--- src/rtl/klein_nishina_angular_weight_defines.svh ---
// Assertion macros shared by the RTL.
`ifndef KLEIN_NISHINA_ANGULAR_WEIGHT_DEFINES_SVH
`define KLEIN_NISHINA_ANGULAR_WEIGHT_DEFINES_SVH

`ifndef ASSERT_OFF
// Checked only while out of reset.
`define KNAW_ASSERT(lbl, prop) \
  lbl: assert property (@(posedge clk) disable iff (rst) (prop)) \
    else $error("assertion failed");
// Checked on every edge, reset included.
`define KNAW_ASSERT_ALWAYS(lbl, prop) \
  lbl: assert property (@(posedge clk) (prop)) \
    else $error("assertion failed");
`else
`define KNAW_ASSERT(lbl, prop)
`define KNAW_ASSERT_ALWAYS(lbl, prop)
`endif

`endif

--- src/rtl/knaw_pkg.sv ---
package knaw_pkg;

  localparam int FRAC_BITS_DEF   = 16;
  localparam int ENERGY_BITS_DEF = 14;

  // electron rest energy in keV
  localparam int REST_KEV = 511;

  // 2^MOD_SHIFT = REST_KEV + 1, used for the mod-511 folding
  localparam int MOD_SHIFT = 9;

endpackage

--- src/rtl/knaw_back.sv ---
module knaw_back #(
  parameter int FRAC_BITS   = knaw_pkg::FRAC_BITS_DEF,
  parameter int ENERGY_BITS = knaw_pkg::ENERGY_BITS_DEF
) (
  input  logic                 clk,
  input  logic [3:0]           en,
  input  logic [FRAC_BITS:0]   p,
  input  logic [FRAC_BITS:0]   sn,
  input  logic [FRAC_BITS:0]   s2,
  input  logic [ENERGY_BITS+FRAC_BITS:0]   m_r,
  input  logic [ENERGY_BITS+FRAC_BITS-8:0] m_q,
  output logic [FRAC_BITS:0]   weight
);

  localparam int F    = FRAC_BITS;
  localparam int E    = ENERGY_BITS;
  localparam int EO_W = E + F + 1;
  localparam int Q5_W = EO_W - 8;
  localparam int IP_W = ((F + 1 > Q5_W) ? F + 1 : Q5_W) + 1;
  localparam int T_W  = IP_W + 1;

  localparam logic [IP_W-1:0] ONE_IP  = IP_W'(1) << F;
  localparam logic [F:0]      OUT_MAX = '1;

  // stage 1: 1/P and P^2
  logic [2*F+1:0]  pp;
  logic [IP_W-1:0] ip_c;
  logic [IP_W-1:0] ip1;
  logic [F:0]      p1, p2_1, s2_1, sn1;

  assign pp   = p * p;
  assign ip_c = ONE_IP + IP_W'(m_q)
              + IP_W'(m_r >= EO_W'(knaw_pkg::REST_KEV));

  always_ff @(posedge clk) begin
    if (en[0]) begin
      ip1  <= ip_c;
      p1   <= p;
      p2_1 <= pp[2*F:F];
      s2_1 <= s2;
      sn1  <= sn;
    end
  end

  // stage 2: P + 1/P - sin^2, floored at zero
  logic signed [T_W:0] tsum;
  logic [T_W-1:0]      t2;
  logic [F:0]          p2_2, sn2;

  assign tsum = $signed((T_W+1)'(p1)) + $signed((T_W+1)'(ip1))
              - $signed((T_W+1)'(s2_1));

  always_ff @(posedge clk) begin
    if (en[1]) begin
      t2   <= tsum[T_W] ? '0 : tsum[T_W-1:0];
      p2_2 <= p2_1;
      sn2  <= sn1;
    end
  end

  // stage 3: P^2 * t
  logic [F+T_W:0] ut;
  logic [T_W-1:0] u3;
  logic [F:0]     sn3;

  assign ut = p2_2 * t2;

  always_ff @(posedge clk) begin
    if (en[2]) begin
      u3  <= ut[F+T_W-1:F];
      sn3 <= sn2;
    end
  end

  // stage 4: sin * u, saturate
  logic [F+T_W:0] wp;
  logic [T_W:0]   ws;

  assign wp = sn3 * u3;
  assign ws = wp[F+T_W:F];

  always_ff @(posedge clk) begin
    if (en[3]) begin
      weight <= (|ws[T_W:F+1]) ? OUT_MAX : ws[F:0];
    end
  end

endmodule

--- config.mk ---
export PLATFORM = sky130hd
export DESIGN_NAME = knaw_back
export DESIGN_NICKNAME = d
export VERILOG_FILES = /design/src/rtl/klein_nishina_angular_weight_defines.svh /design/src/rtl/knaw_pkg.sv /design/src/rtl/knaw_back.sv
export SDC_FILE = /design/constraint.sdc
export NUM_CORES = 2
export LEC_CHECK = 0
export BUFFER_PORTS_ARGS = -buffer_cell sky130_fd_sc_hd__buf_4
export CAP_MARGIN = 5
export CORE_ASPECT_RATIO = 0.6
export CORE_MARGIN = 2
export CORE_UTILIZATION = 50
export CTS_CLUSTER_SIZE = 24
export DETAILED_ROUTE_END_ITERATION = 8
export PLACE_DENSITY = 0.66
export SLEW_MARGIN = 0
export SYNTH_ARGS = -nofsm -noshare
export SYNTH_HDL_FRONTEND = slang
export SYNTH_SLANG_ARGS = --single-unit
--- constraint.sdc ---
create_clock -name clk -period 10 [get_ports clk]
set_input_delay 2 -clock clk [delete_from_list [all_inputs] [get_ports clk]]
set_output_delay 2 -clock clk [all_outputs]
set_load 0.01 [all_outputs]
==> summary.md <==
| Metric | Value |
|---|---|
| Hold Path Class | flip-flop to flip-flop |
| Setup violators final | 0 |
| Post-DP Area | 44,400 um^2 |
| Yosys top cell by area | fa_1 |
| IO Port Bufs | 126 |
| FMAX | 0.122 GHz |
| Starting Density | 50.6% |
| Crit path DAT | 8.50 ns |
| Routed wire length per instance | 18.5 um |
| Critical Path Max Stage Delay | 1.07 ns |
| RSZ-0062 raised after global routing | false |
| Status | finished clean |
| Post-CTS setup buffers | 0 |
| Root Driver | clkbuf_16 |
| Most common cell after layout, fill and taps aside | inv_1 |
| Drc violations | 0 |
| Synth top area share | 42.1% |
| Delay-heaviest family, CP | adder cells |
| Final Slew Violations | 0 |
| First-pass DRT Iterations | 5 |
| First-pass GRT wire length | around 170,000 um |
| IO Pins | 127 |
| Crit path kind | flip-flop to flip-flop |
| Worst path cell trace | and2_1 > fa_1 > inv_1 > fa_1 > fa_1 > inv_1 > fa_1 > fa_1 > inv_1 > fa_1 > inv_1 > ha_1 > a211oi_1 > o21bai_1 > a211oi_1 > o31ai_1 > buf_4 > o21ai_1 > mux2_1 > o2111ai_1 > a2111o_1 > nor4_4 > buf_4 > nand3_1 |
| H-tree depth | 1 |
| Mapped Cells | 4,388 |
| Clock Pin Slew Worst Setup and Hold Paths | around 0.060 ns |
| Skew final | around 0.020 ns |
| Critical Path Source Type | flip-flop |
| Slowest CP cell | edfxtp_1 |
| Mapped cell area | between 40,000 and 50,000 um^2 |
| Final Hold Viols | 0 |
| Hold-fix buffers at CTS | 0 |
| CP Capture Type | flip-flop |
| CP most frequent cell | fa_1 |
| Layout cells sized above 1 | around 5.4% |
| FF+latch count, synth | 210 |
| Worst path required time | roughly 10 ns |
| Bufs on Longest Clock Path | 3 |
| DIE AREA | 87,000 um^2 |
| Clk sink count | 210 |
| CTS tree | built |
| CP bufs+invs | 6 |
| Post-layout minimum cycle time | 8.21 ns |
| Least-Margin Pin Slew | ~1.1 ns |
| Commonest non-fill, non-tap cells in the layout | inv_1, fa_1, nand2_1, and2_1, ha_1 |
| Via Count | 29,000 |
| Syn. warnings | 0 |
| Distinct cells, synth | 77 |
| Final wirelength | 103,000 um |
| Setup tns final | 0 ns |
| Max-cap violation count | 0 |
| Worst Path Max Fanout | 25 |
| Placed wire-length estimate | around 83,000 um |
| Worst skew pair latency | around 0.57 ns |
| Largest net degree at the start of global routing | 60 |
| Area growth, synth to finish | 6.83% |
| Vias in the first global route | 30,300 |
| Final net count | 5,786 |
| CTS Buf Count | 24 |
| Slew Limit Headroom | 26.4% |
| Row cnt | 82 |
| Count of cells resized by post-cts repair | 0 |
| Placer's final routability congestion estimate | approximately 0.9 |
| Gr ovfl total | 0 |
| Syn nets | 5,747 |
| Post-synth EDFFs | between 200 and 250 |
| Tot GR Track Use | 24.5% |
| Routed Antenna Nets | 0 |
| Sequential area share after synthesis | 14.9% |
| Final period util | 82.1% |
| Final Cell Area | 45,200 um^2 |
| Main flop type after synthesis | edfxtp_1 |
| Async set-reset flop share out of synthesis | 0% |
| Die height | between 200 and 250 um |
| Die X-Extent | 380 um |
| Area of the core | 83,600 um^2 |
| Vias per cell | 5.20 |
| Syn Area/Cell | 9.64 um^2 |
| Antenna violations before repair | 1 |
| DRT iter0 DRCs | 2,112 |
| Fill count | 7,487 |
| Area contributors post-synth | fa_1, edfxtp_1, ha_1 |
cell usage after synthesis, drive strengths merged, types with 3 or more instances:
library cell and count:
nand3b 4, nor2b 13, inv 1125, o21ai 42, nor3b 4, and2 368, a21o 33, o21bai 13
or2 3, mux2 4, and4 3, a221oi 4, nand4 12, nor2 90, nand2 652, a21oi 85
nor4 9, o211ai 7, nand3 41, a31oi 11, a211o 3, buf 4, nor3 23, nand2b 11
o221ai 3, a31o 3, a311oi 3, a41oi 4, or3 4, xor2 36, a21boi 8, o31ai 5
xnor2 80, edfxtp 210, o21a 7, fa 890, ha 359, clkbuf 155, a211oi 15, and3 18
through the flow:
stage / setup WS (ns) / util [%] / std cells / hold slack (ns)
detailed placement: 1.21 / 53.1 / 5535 / 0.405
global placement: 1.30 / 53.1 / 5535 / 0.402
floorplan: 2.01 / - / 4388 / 0.400
finish: 1.79 / 54.1 / 5580 / 0.417
CTS: 1.80 / 54.1 / 5579 / 0.418
global route: 1.43 / 54.1 / 5579 / 0.421
final timing paths:
path	cells past startpoint	slack (ns)	to	startpoint
min	0	0.42	p2_2[5]$_DFFE_PP_	p2_1[5]$_DFFE_PP_
min reg2reg	0	0.42	p2_2[5]$_DFFE_PP_	p2_1[5]$_DFFE_PP_
max reg2reg	24	1.79	weight[11]$_SDFFCE_PP1P_	sn3[7]$_DFFE_PP_
max	24	1.79	weight[11]$_SDFFCE_PP1P_	sn3[7]$_DFFE_PP_
flip-flops by register name, indices dropped and copies added (netlist names):
register  flops
ip1          24
t2           25
sn2          17
weight       17
p1           17
sn3          17
u3           25
p2_1         17
sn1          17
p2_2         17
s2_1         17
logic make-up after synthesis:
| family | after synthesis | synth area share, % |
|---|---|---|
| AO/OA/AOI/OAI | 262 | 4.15 |
| XOR/XNOR | 116 | 2.40 |
| adder cells (fa/ha/maj) | 1249 | 52.7 |
| buffers and inverters | 1284 | 11.4 |
| flip-flops | 210 | 14.9 |
| multiplexers | 6 | 0.163 |
| AND/OR/NAND/NOR | 1261 | 14.2 |
cell type report:
class	count	area (um^2)	area share (%)
sequential	210	6310	14.0
inverter	1125	4220	9.34
clock buffer	27	633	1.40
antenna	1	2.50	0.00554
multi-input combinational	2894	31200	69.0
clock inverter	17	154	0.340
timing repair buffer	172	1290	2.86
tap	1134	1420	3.14
metal layers:
| metal | global-route usage, % | wire [um] |
|---|---|---|
| met5 | 0 | 0 |
| met4 | 3.09 | 930 |
| met3 | 7.39 | 12000 |
| met2 | 32.7 | 40200 |
| met1 | 39.5 | 50200 |
Power is left out: the tool's default activity adds up to more than one toggle a clock period on the data nets, which glitch-free logic cannot reach.
