## src/rtl/klein_nishina_angular_weight_defines.svh

```systemverilog
// Assertion macros shared by the RTL.
`ifndef KLEIN_NISHINA_ANGULAR_WEIGHT_DEFINES_SVH
`define KLEIN_NISHINA_ANGULAR_WEIGHT_DEFINES_SVH

`ifndef ASSERT_OFF
// Checked only while out of reset.
`define KNAW_ASSERT(lbl, prop) \
  lbl: assert property (@(posedge clk) disable iff (rst) (prop)) \
    else $error("assertion failed");
// Checked on every edge, reset included.
`define KNAW_ASSERT_ALWAYS(lbl, prop) \
  lbl: assert property (@(posedge clk) (prop)) \
    else $error("assertion failed");
`else
`define KNAW_ASSERT(lbl, prop)
`define KNAW_ASSERT_ALWAYS(lbl, prop)
`endif

`endif

```

## src/rtl/knaw_pkg.sv

```systemverilog
package knaw_pkg;

  localparam int FRAC_BITS_DEF   = 16;
  localparam int ENERGY_BITS_DEF = 14;

  // electron rest energy in keV
  localparam int REST_KEV = 511;

  // 2^MOD_SHIFT = REST_KEV + 1, used for the mod-511 folding
  localparam int MOD_SHIFT = 9;

endpackage

```

## src/rtl/knaw_front.sv

```systemverilog
module knaw_front #(
  parameter int FRAC_BITS   = knaw_pkg::FRAC_BITS_DEF,
  parameter int ENERGY_BITS = knaw_pkg::ENERGY_BITS_DEF
) (
  input  logic                          clk,
  input  logic [2:0]                    en,
  input  logic signed [FRAC_BITS+1:0]   cos_angle,
  input  logic [ENERGY_BITS-1:0]        energy_kev,
  output logic [2*FRAC_BITS:0]          s_rem,
  output logic [FRAC_BITS:0]            s_root,
  output logic [FRAC_BITS:0]            s2,
  output logic [((FRAC_BITS+9 > ENERGY_BITS+FRAC_BITS+1) ?
                 FRAC_BITS+9 : ENERGY_BITS+FRAC_BITS+1):0] dv,
  output logic [((FRAC_BITS+9 > ENERGY_BITS+FRAC_BITS+1) ?
                 FRAC_BITS+9 : ENERGY_BITS+FRAC_BITS+1):0] d_r,
  output logic [FRAC_BITS:0]            d_q,
  output logic [ENERGY_BITS+FRAC_BITS:0] m_r,
  output logic [ENERGY_BITS+FRAC_BITS-8:0] m_q
);

  localparam int F     = FRAC_BITS;
  localparam int E     = ENERGY_BITS;
  localparam int CW    = F + 2;
  localparam int SQ_W  = 2*F + 1;
  localparam int EO_W  = E + F + 1;
  localparam int AV_W  = F + 9;
  localparam int D_W   = ((AV_W > EO_W) ? AV_W : EO_W) + 1;

  localparam logic signed [CW-1:0] ONE_S     = {2'b01, {F{1'b0}}};
  localparam logic signed [CW-1:0] NEG_ONE_S = {2'b11, {F{1'b0}}};
  localparam logic [SQ_W-1:0]      ONE_SQ    = {1'b1, {(2*F){1'b0}}};
  localparam logic [D_W-1:0]       AV        = D_W'(knaw_pkg::REST_KEV) << F;

  // stage 1: clip, 1 - c, |c|
  logic signed [CW-1:0] c_clip;
  logic [CW-1:0]        omc_c;
  logic signed [CW-1:0] ac_c;
  logic [CW-1:0]        omc1;
  logic [F:0]           ac1;
  logic [E-1:0]         e1;

  always_comb begin
    if (cos_angle > ONE_S) begin
      c_clip = ONE_S;
    end else if (cos_angle < NEG_ONE_S) begin
      c_clip = NEG_ONE_S;
    end else begin
      c_clip = cos_angle;
    end
    omc_c = ONE_S - c_clip;
    ac_c  = c_clip[CW-1] ? -c_clip : c_clip;
  end

  always_ff @(posedge clk) begin
    if (en[0]) begin
      omc1 <= omc_c;
      ac1  <= ac_c[F:0];
      e1   <= energy_kev;
    end
  end

  // stage 2: c^2 and E*(1-c)
  logic [2*F+1:0]   ac_prod;
  logic [E+F+1:0]   eo_prod;
  logic [SQ_W-1:0]  ac2;
  logic [EO_W-1:0]  eo2;

  assign ac_prod = ac1 * ac1;
  assign eo_prod = e1 * omc1;

  always_ff @(posedge clk) begin
    if (en[1]) begin
      ac2 <= ac_prod[SQ_W-1:0];
      eo2 <= eo_prod[EO_W-1:0];
    end
  end

  // stage 3: sin^2, divisor, seeds of the three iterations
  logic [SQ_W-1:0] s2w;
  logic            eo_zero;

  assign s2w     = ONE_SQ - ac2;
  assign eo_zero = (eo2 == '0);
  assign s_root  = '0;

  always_ff @(posedge clk) begin
    if (en[2]) begin
      s_rem <= s2w;
      s2    <= s2w[SQ_W-1:F];
      dv    <= AV + D_W'(eo2);
      d_q   <= {{F{1'b0}}, eo_zero};
      d_r   <= eo_zero ? '0 : AV;
      m_r   <= eo2;
      m_q   <= '0;
    end
  end

endmodule

```

## config.mk

```make
export PLATFORM = sky130hd
export DESIGN_NAME = knaw_front
export DESIGN_NICKNAME = d
export VERILOG_FILES = /design/src/rtl/klein_nishina_angular_weight_defines.svh /design/src/rtl/knaw_pkg.sv /design/src/rtl/knaw_front.sv
export SDC_FILE = /design/constraint.sdc
export NUM_CORES = 1
export LEC_CHECK = 0
export BUFFER_PORTS_ARGS = -buffer_cell sky130_fd_sc_hd__buf_2
export CORE_ASPECT_RATIO = 1.1
export CORE_MARGIN = 5
export CORE_UTILIZATION = 35
export DETAILED_ROUTE_END_ITERATION = 8
export PLACE_DENSITY = 0.57
export SLEW_MARGIN = 20
export SYNTH_ARGS = -nofsm -noshare
export SYNTH_HDL_FRONTEND = slang
export SYNTH_SLANG_ARGS = --single-unit
```

## constraint.sdc

```tcl
create_clock -name clk -period 13.8 [get_ports clk]
set_input_delay 0.69 -clock clk [delete_from_list [all_inputs] [get_ports clk]]
set_output_delay 0.69 -clock clk [all_outputs]
set_load 0.02 [all_outputs]
```

==> impl_metrics.tcl <==
set metrics [dict create \
    post_cts_buffers 0 \
    crit_type "flop to flop" \
    grt_pass1_vias 17400 \
    cts_hold_buffers 0 \
    synth_top_area_share_pct 30.9 \
    cap_viol_max_count 0 \
    grt_max_degree 68 \
    layout.cells.non_filler 3449 \
    drive_gt1_share_pct 8.57 \
    synth_area_leaders "fa_1 (31%), edfxtp_1 (24%), ha_1 (10%)" \
    overflow 0 \
    yosys.area.top_type "fa_1" \
    netlist_top_cells_count "inv_1 (506), fa_1 (378), nand2_1 (277), ha_1 (203), edfxtp_1 (192)" \
    grt_pass1_wl_mm 88.7 \
    fillCellCount 6972 \
    seq_area_um2 5770 \
    max_stage_delay_ns 0.64 \
    synth_edf_count 192 \
    critPathLaunchType "flop" \
    fmax_mhz 139 \
    finalCritPeriodShare_pct 52.2 \
    tritoncts "yes" \
    hold_slack_ns 0.385 \
    clk_pin_slew_ns 0.08 \
    synth_seq_area_share_pct 23.5 \
    tightest_slew_ns 0.900 \
    nets 3124 \
    h-tree-depth 4 \
    drtIter0Drc 806 \
    wirelength_mm 52.9 \
    ys.flop_type "edfxtp_1" \
    top_layer_used "met5" \
    final_hold_viol_count 0 \
    cpLargestDelayFamily "adder cells" \
    placedCellCount 3415 \
    syn_area_per_cell_um2 10.0 \
    met3_length_mm 2.09 \
    viasPerCell 4.63 \
    cts_made_buffers 17 \
    multi_input_area_um2 16000 \
    cp.arrival_ns 7.42 \
    synth_cells 2440 \
    crit_path_end_kind "flop" \
    clk_latency_ns 0.49 \
    crit_chain "and2_1 > fa_1 > inv_1 > fa_1 > inv_1 > ha_1 > ha_1 > inv_1 > fa_1 > fa_1 > inv_1 > ha_1 > a21oi_1 > nor3b_1 > a211oi_1 > nor3_1 > o31ai_1 > a211oi_1 > o21ai_0 > a2111oi_0 > nor3_1" \
    hold_class "input port to flop" \
    rows 101 \
    yosys_register_bits 192 \
    status "finished clean" \
    dieHeight_um 288 \
    detailed_place_hpwl_mm 43.7 \
    grt_usage_pct 14.4 \
    routedWlPerCell_um 15.3 \
    met2_length_mm 26.8 \
    clock_path_buffers 2 \
    critPathSlowestCell "edfxtp_1" \
    m1WireLength_mm 23.0 \
    drc 0 \
    drv_slew 0 \
    slew_headroom_pct 39.3 \
    die_x_um 262 \
    dpl_cell_area_um2 25600 \
    drt-pass1-iter-count 5 \
    syn-cell-area_um2 24500 \
    cts-root-buf "clkbuf_16" \
    die_area_um2 75400 \
    port_buffers 158 \
    cp_num_buf_inv 4 \
    cts_resized 0 \
    routabilityCongestion 0.849 \
    layout_min_cycle_time_ns 7.20 \
    pin_count 238 \
    rsz0062_at_grt "no" \
    skew_ns 0.0118 \
    ant_nets 0 \
    antenna_found_initial 5 \
    synth_cell_type_count 66 \
    worst-path-max-fanout 18 \
    setup_violations 0 \
    stdcell_area_um2 26200 \
    area_growth_pct 6.98 \
    dr_total_vias 16000 \
    required_ns 14.02 \
    start_util_pct 35.4 \
    final.setup.tns_ns 0 \
    yosys_warnings 0 \
    synth_most_common_cell "inv_1" \
    fp.coreArea_um2 69300 \
    cts.sinks 192 \
    async_flop_share_pct 0 \
]
[worst register-to-register path, delay by kind of cell (launching register included)]
family	cells	cell delay [ns]
flip-flops	1	0.64
adder cells (fa/ha/maj)	7	3.00
AO/OA/AOI/OAI	6	1.89
AND/OR/NAND/NOR	4	1.23
buffers and inverters	4	0.18
[routing by layer]
layer  vias to the layer above  track usage [%]
met1                      8097             18.4
met5                         -                0
met3                        64             2.34
met2                       296             25.3
li1                       7516                -
met4                         4             4.01
[layout by cell type (no fill, tap or decap), types with 4 or more instances in the layout]
master and count:
a211oi_1 8, a21o_1 26, a21oi_1 64, a31oi_1 5
and2_1 169, and3_1 8, buf_2 157, buf_4 6
clkbuf_16 17, clkinv_4 4, conb_1 79, edfxtp_1 192
fa_1 378, ha_1 203, inv_1 506, inv_8 4
nand2_1 277, nand2b_1 9, nand3_1 21, nand4_1 9
nor2_1 65, nor2b_1 18, nor3_1 21, nor4_1 11
o211ai_1 4, o21a_1 9, o21ai_0 48, o21bai_1 8
o31ai_1 4, or2_2 7, xnor2_1 74, xor2_1 47
[state kept, by name, indices dropped and copies added, names as in the netlist]
signal	cells
omc1	18
d_r	1
dv	32
s_rem	32
ac2	32
d_q	1
ac1	16
eo2	31
m_r	15
e1	14
[final timing paths]
check                           slack [ns]           from      end  cells past startpoint
worst min register to register        0.45        eo2[14]   dv[14]                      0
worst max-delay path                  6.60          e1[4]  eo2[26]                     21
worst min-delay path                  0.39  energy_kev[3]    e1[3]                      1
worst max register to register        6.60          e1[4]  eo2[26]                     21
[cells by family (layout without fill, tap and decap cells)]
family,count (synthesis),after routing,synth area share [%]
buffers and inverters,699,701,12.6
multiplexers,3,3,0.128
AO/OA/AOI/OAI,204,204,5.26
adder cells (fa/ha/maj),581,581,41.2
other,1,81,0.0153
AND/OR/NAND/NOR,639,639,12.9
flip-flops,192,192,23.5
XOR/XNOR,121,121,4.32
[layout make-up]
cell class	instances	area share, %
Antenna cell	2	0.0191
Clock buffer	18	1.64
Clock inverter	14	0.659
Inverter	506	7.24
Multi-Input combinational cell	1627	60.9
Sequential cell	192	22.0
Tap cell	927	4.42
Timing Repair Buffer	163	3.17
[metrics by stage]
| stage | worst slack (ns) | utilization (%) |
|---|---|---|
| 6_report | 6.60 | 37.9 |
| 5_1_grt | 6.10 | 37.9 |
| 4_1_cts | 6.57 | 37.9 |
| 3_5_place_dp | 6.59 | 37.0 |
| 3_3_place_gp | 6.73 | 37.0 |
| 2_1_floorplan | 7.44 | - |
Power is left out: the tool's default activity adds up to more than one toggle a clock period on the data nets, which glitch-free logic cannot reach.
