### src/rtl/klein_nishina_angular_weight_defines.svh
// Assertion macros shared by the RTL.
`ifndef KLEIN_NISHINA_ANGULAR_WEIGHT_DEFINES_SVH
`define KLEIN_NISHINA_ANGULAR_WEIGHT_DEFINES_SVH

`ifndef ASSERT_OFF
// Checked only while out of reset.
`define KNAW_ASSERT(lbl, prop) \
  lbl: assert property (@(posedge clk) disable iff (rst) (prop)) \
    else $error("assertion failed");
// Checked on every edge, reset included.
`define KNAW_ASSERT_ALWAYS(lbl, prop) \
  lbl: assert property (@(posedge clk) (prop)) \
    else $error("assertion failed");
`else
`define KNAW_ASSERT(lbl, prop)
`define KNAW_ASSERT_ALWAYS(lbl, prop)
`endif

`endif

### src/rtl/knaw_pkg.sv
package knaw_pkg;

  localparam int FRAC_BITS_DEF   = 16;
  localparam int ENERGY_BITS_DEF = 14;

  // electron rest energy in keV
  localparam int REST_KEV = 511;

  // 2^MOD_SHIFT = REST_KEV + 1, used for the mod-511 folding
  localparam int MOD_SHIFT = 9;

endpackage

### src/rtl/knaw_iter.sv
module knaw_iter #(
  parameter int FRAC_BITS   = knaw_pkg::FRAC_BITS_DEF,
  parameter int ENERGY_BITS = knaw_pkg::ENERGY_BITS_DEF,
  parameter int STEP        = 0
) (
  input  logic                 clk,
  input  logic                 en,
  input  logic [2*FRAC_BITS:0] pre_rem,
  input  logic [FRAC_BITS:0]   pre_root,
  input  logic [FRAC_BITS:0]   pre_s2,
  input  logic [((FRAC_BITS+9 > ENERGY_BITS+FRAC_BITS+1) ?
                 FRAC_BITS+9 : ENERGY_BITS+FRAC_BITS+1):0] pre_dv,
  input  logic [((FRAC_BITS+9 > ENERGY_BITS+FRAC_BITS+1) ?
                 FRAC_BITS+9 : ENERGY_BITS+FRAC_BITS+1):0] pre_d_r,
  input  logic [FRAC_BITS:0]   pre_d_q,
  input  logic [ENERGY_BITS+FRAC_BITS:0]   pre_m_r,
  input  logic [ENERGY_BITS+FRAC_BITS-8:0] pre_m_q,
  output logic [2*FRAC_BITS:0] rem,
  output logic [FRAC_BITS:0]   root,
  output logic [FRAC_BITS:0]   s2,
  output logic [((FRAC_BITS+9 > ENERGY_BITS+FRAC_BITS+1) ?
                 FRAC_BITS+9 : ENERGY_BITS+FRAC_BITS+1):0] dv,
  output logic [((FRAC_BITS+9 > ENERGY_BITS+FRAC_BITS+1) ?
                 FRAC_BITS+9 : ENERGY_BITS+FRAC_BITS+1):0] d_r,
  output logic [FRAC_BITS:0]   d_q,
  output logic [ENERGY_BITS+FRAC_BITS:0]   m_r,
  output logic [ENERGY_BITS+FRAC_BITS-8:0] m_q
);

  localparam int F     = FRAC_BITS;
  localparam int E     = ENERGY_BITS;
  localparam int SQ_W  = 2*F + 1;
  localparam int ST_W  = 2*F + 3;
  localparam int EO_W  = E + F + 1;
  localparam int AV_W  = F + 9;
  localparam int D_W   = ((AV_W > EO_W) ? AV_W : EO_W) + 1;
  localparam int Q5_W  = EO_W - 8;
  localparam int BIT_I = F - STEP;
  localparam int MS    = knaw_pkg::MOD_SHIFT;

  // square root: one result bit
  logic [ST_W-1:0] trial;
  logic [ST_W-1:0] rem_ext;
  logic            take;
  logic [SQ_W-1:0] rem_next;
  logic [F:0]      root_next;

  assign trial   = (ST_W'(pre_root) << (BIT_I + 1)) + (ST_W'(1) << (2*BIT_I));
  assign rem_ext = ST_W'(pre_rem);
  assign take    = (rem_ext >= trial);

  always_comb begin
    rem_next  = pre_rem;
    root_next = pre_root;
    if (take) begin
      rem_next  = pre_rem - trial[SQ_W-1:0];
      root_next = pre_root | ((F+1)'(1) << BIT_I);
    end
  end

  // divide: one quotient bit (only F steps needed)
  logic [D_W-1:0] d_r_next;
  logic [F:0]     d_q_next;

  generate
    if (STEP < F) begin : g_div
      logic [D_W:0] r2;
      logic [D_W:0] r2_sub;
      assign r2     = {pre_d_r, 1'b0};
      assign r2_sub = r2 - pre_dv;
      always_comb begin
        if (r2 >= pre_dv) begin
          d_r_next = r2_sub[D_W-1:0];
          d_q_next = {pre_d_q[F-1:0], 1'b1};
        end else begin
          d_r_next = r2[D_W-1:0];
          d_q_next = {pre_d_q[F-1:0], 1'b0};
        end
      end
    end else begin : g_hold
      assign d_r_next = pre_d_r;
      assign d_q_next = pre_d_q;
    end
  endgenerate

  // divide by 511: x = 512*hi + lo = 511*hi + (hi + lo)
  logic [EO_W-1:0] hi;
  logic [EO_W-1:0] lo;

  assign hi = pre_m_r >> MS;
  assign lo = EO_W'(pre_m_r[MS-1:0]);

  always_ff @(posedge clk) begin
    if (en) begin
      rem  <= rem_next;
      root <= root_next;
      s2   <= pre_s2;
      dv   <= pre_dv;
      d_r  <= d_r_next;
      d_q  <= d_q_next;
      m_r  <= hi + lo;
      m_q  <= pre_m_q + hi[Q5_W-1:0];
    end
  end

endmodule

### config.mk
export PLATFORM = sky130hd
export DESIGN_NAME = knaw_iter
export DESIGN_NICKNAME = d
export VERILOG_FILES = /design/src/rtl/klein_nishina_angular_weight_defines.svh /design/src/rtl/knaw_pkg.sv /design/src/rtl/knaw_iter.sv
export SDC_FILE = /design/constraint.sdc
export NUM_CORES = 1
export LEC_CHECK = 0
export ABC_AREA = 1
export BUFFER_PORTS_ARGS = -buffer_cell sky130_fd_sc_hd__buf_4
export CAP_MARGIN = 40
export CORE_UTILIZATION = 49
export CTS_BUF_LIST = sky130_fd_sc_hd__clkbuf_4 sky130_fd_sc_hd__clkbuf_8
export DETAILED_ROUTE_END_ITERATION = 8
export GPL_TIMING_DRIVEN = 0
export PLACE_DENSITY = 0.8
export SYNTH_ARGS = -nofsm -noshare
export SYNTH_HDL_FRONTEND = slang
export SYNTH_SLANG_ARGS = --single-unit
### constraint.sdc
create_clock -name clk -period 4.8 [get_ports clk]
set_input_delay 0.96 -clock clk [delete_from_list [all_inputs] [get_ports clk]]
set_output_delay 0.96 -clock clk [all_outputs]
set_load 0.005 [all_outputs]
==> results.ini <==
[drt]
drtIter0Drc=685
drt-pass1-iter-count=5
remaining_drc_errors=0
num_vias=11040
ant_nets=0
viasPerCell=5.061
wl_um=34500
wire_per_inst_um=15.82

[timing]
tightest_slew_ps=646.8
fmax_mhz=380.3
period_needed_ps=2630
final_hold_viol_count=0
rsz0062_at_grt=false
slew_violations=0
fin_setup_tns_ps=0
slew_headroom_pct=56.88
setup-violations-final=0
min_period_over_period_pct=54.78

[final_layout]
fillers=2076
multi_input_area_sq_mm=0.005416
final_cell_mix=nand2_1 (441), buf_4 (403), inv_1 (218)
antenna-diode-count=0
mostFrequentLayoutCell=nand2_1
seq_area_sq_mm=0.005826
fin_nets=2133
areaGrowthSynthToFinish_pct=31.37
fin_area_sq_mm=0.01606
drive_above_1_share_pct=27.14

[worst_hold_path]
hold_path_class=input pin to flop

[logic_synthesis]
synth_area_leader_cell=edfxtp_1
synth_cells=1421
synthAdderAreaFrac_pct=8.943
yosysTopAreaCellShare_pct=47.64
syn_area_per_cell_sq_um=8.605
synth_cell_types=39
synth.cell_area_sq_mm=0.01223
ys_seq_area_share_pct=47.64
synth_compound_area_share_pct=5.137
synthMuxAreaShare_pct=0
yosysWarnings=0
synth_xor_area_share_pct=3.796
synth-simple-area-share_pct=26.17
synth.area.top_cells=edfxtp_1 (48%), nand2_1 (14%), ha_1 (8.3%)
synth_seq_cells=194
synth_top_family_by_area=simple AND/OR/NAND/NOR gates

[power_and_ir_drop]
worst_ir_drop_vdd_mv=0.1897
powerDensity_mw_per_mm2=280.1
cellLeakagePower_nw=8.097

[critical_path]
crit_fanout=10
startpoint_type=input pin
cp-end-kind=flop
arrival_ps=2860
path_class=input pin to flop
crit_required_ps=5030

[place]
portBuffers=396
place_congestion=0.9462
dp_hpwl_um=27940
placed_cell_area_sq_mm=0.01567

[clocking]
cts_buffers=17
post_cts_buffers=0
ctsHtreeMaxLevel=4
path_clk_slew_ps=120
cts_tree=built
clockBufferDepth=2
cts.sinks=194
cts_root_buf=clkbuf_8
hold_buffers=0
cts.repair.resized=0

[run_status]
status=finished, final reports clean

[die]
start_util_pct=50.13
die_w_um=160.0
coreArea_sq_mm=0.02439
io_pins=406
die_area_sq_mm=0.02559
num_rows=57
die_h_um=160.0

[global_routing]
grt_pass1_wl_um=53920
grt_pass1_vias=10600
grt_overflow=0
antenna_found_initial=1
grt_usage_pct=27.08
grt_max_degree=126

[run]
drv_cap=0

## layout make-up
type | count | share of cell area (%)
Multi-Input combinational cell | 988 | 33.72
Sequential cell | 194 | 36.26
Tap cell | 324 | 2.524
Timing Repair Buffer | 397 | 18.72
Clock buffer | 17 | 1.456
Buffer | 21 | 1.044
Inverter | 225 | 5.257
Clock inverter | 15 | 1.013
## sequential cells by signal, indices dropped and copies added, names as in the netlist
name / cells
dv: 32
d_r: 32
d_q: 17
m_r: 23
root: 17
s2: 17
rem: 33
m_q: 23
## through the flow
stage	std cells	power (mW)	setup WS (ps)	util, %	hold slack, ps
floorplan	1428	2.804	2022	-	1059
global placement	2148	3.418	1613	64.09	1138
detailed placement	2149	3.443	1690	64.24	1139
CTS	2181	4.522	2214	65.86	616.2
global route	2181	4.727	2094	65.86	607.5
finish	2181	4.500	2170	65.86	647.1
## final timing paths
path,start,endpoint,slack [ps],cells past startpoint
max,pre_rem[17],rem[31],2170,13
min,pre_s2[5],s2[5],650,1
## synth_stat cells
| cell | n |
|---|---|
| xor2_1 | 42 |
| buf_2 | 9 |
| a21boi_1 | 1 |
| nand3_1 | 108 |
| nor3_2 | 3 |
| a31oi_1 | 2 |
| a31o_2 | 1 |
| nand3b_1 | 11 |
| edfxtp_1 | 194 |
| ha_1 | 81 |
| o21ai_0 | 21 |
| nor2_4 | 1 |
| nand2_1 | 441 |
| nand2_8 | 1 |
| a21oi_1 | 67 |
| a21o_1 | 8 |
| xnor2_1 | 11 |
| nor2_1 | 82 |
| buf_12 | 2 |
| nand3_2 | 15 |
| fa_1 | 4 |
| nor4_1 | 2 |
| o21ai_2 | 1 |
| buf_6 | 2 |
| inv_1 | 218 |
| buf_4 | 8 |
| nand2_4 | 3 |
| nor2_2 | 5 |
| o211ai_1 | 1 |
| inv_2 | 7 |
| and2_1 | 8 |
| o21a_1 | 5 |
| nor3_1 | 20 |
| a21boi_0 | 1 |
| o21bai_1 | 3 |
| o21ai_1 | 3 |
| conb_1 | 1 |
| nand4_1 | 10 |
| nand2_2 | 18 |
## critical path: stages
cell and delay, ps:
buf_4 80, inv_1 30, ha_1 220, fa_1 420
o21ai_2 260, nand2_2 90, nand2_2 110, nand3_2 90
nand2_2 120, nand2_4 100, buf_2 220, nand3_1 100
nand2_1 60
## power by group
part | internal, mW | switching, mW
combinational | 0.586 | 0.692
sequential | 2.08 | 0.0508
clock | 0.392 | 0.696
## routing by layer
metal	vias to the layer above	track usage, %	part of all wire, %	routed length (um)
li1	5460	-	-	-
met1	5033	33.62	40	13970
met2	463	45.38	48	16530
met3	79	7.169	8.4	2894
met4	2	9.697	3.1	1085
met5	-	0	0.035	12
## cell families after synthesis
| family | after synthesis |
|---|---|
| xor+xnor | 53 |
| fa+ha+maj | 85 |
| flops | 194 |
| compound gates | 114 |
| simple gates | 728 |
| other cells | 1 |
| buf+inv | 246 |
Power figures use the tool's default switching activity.
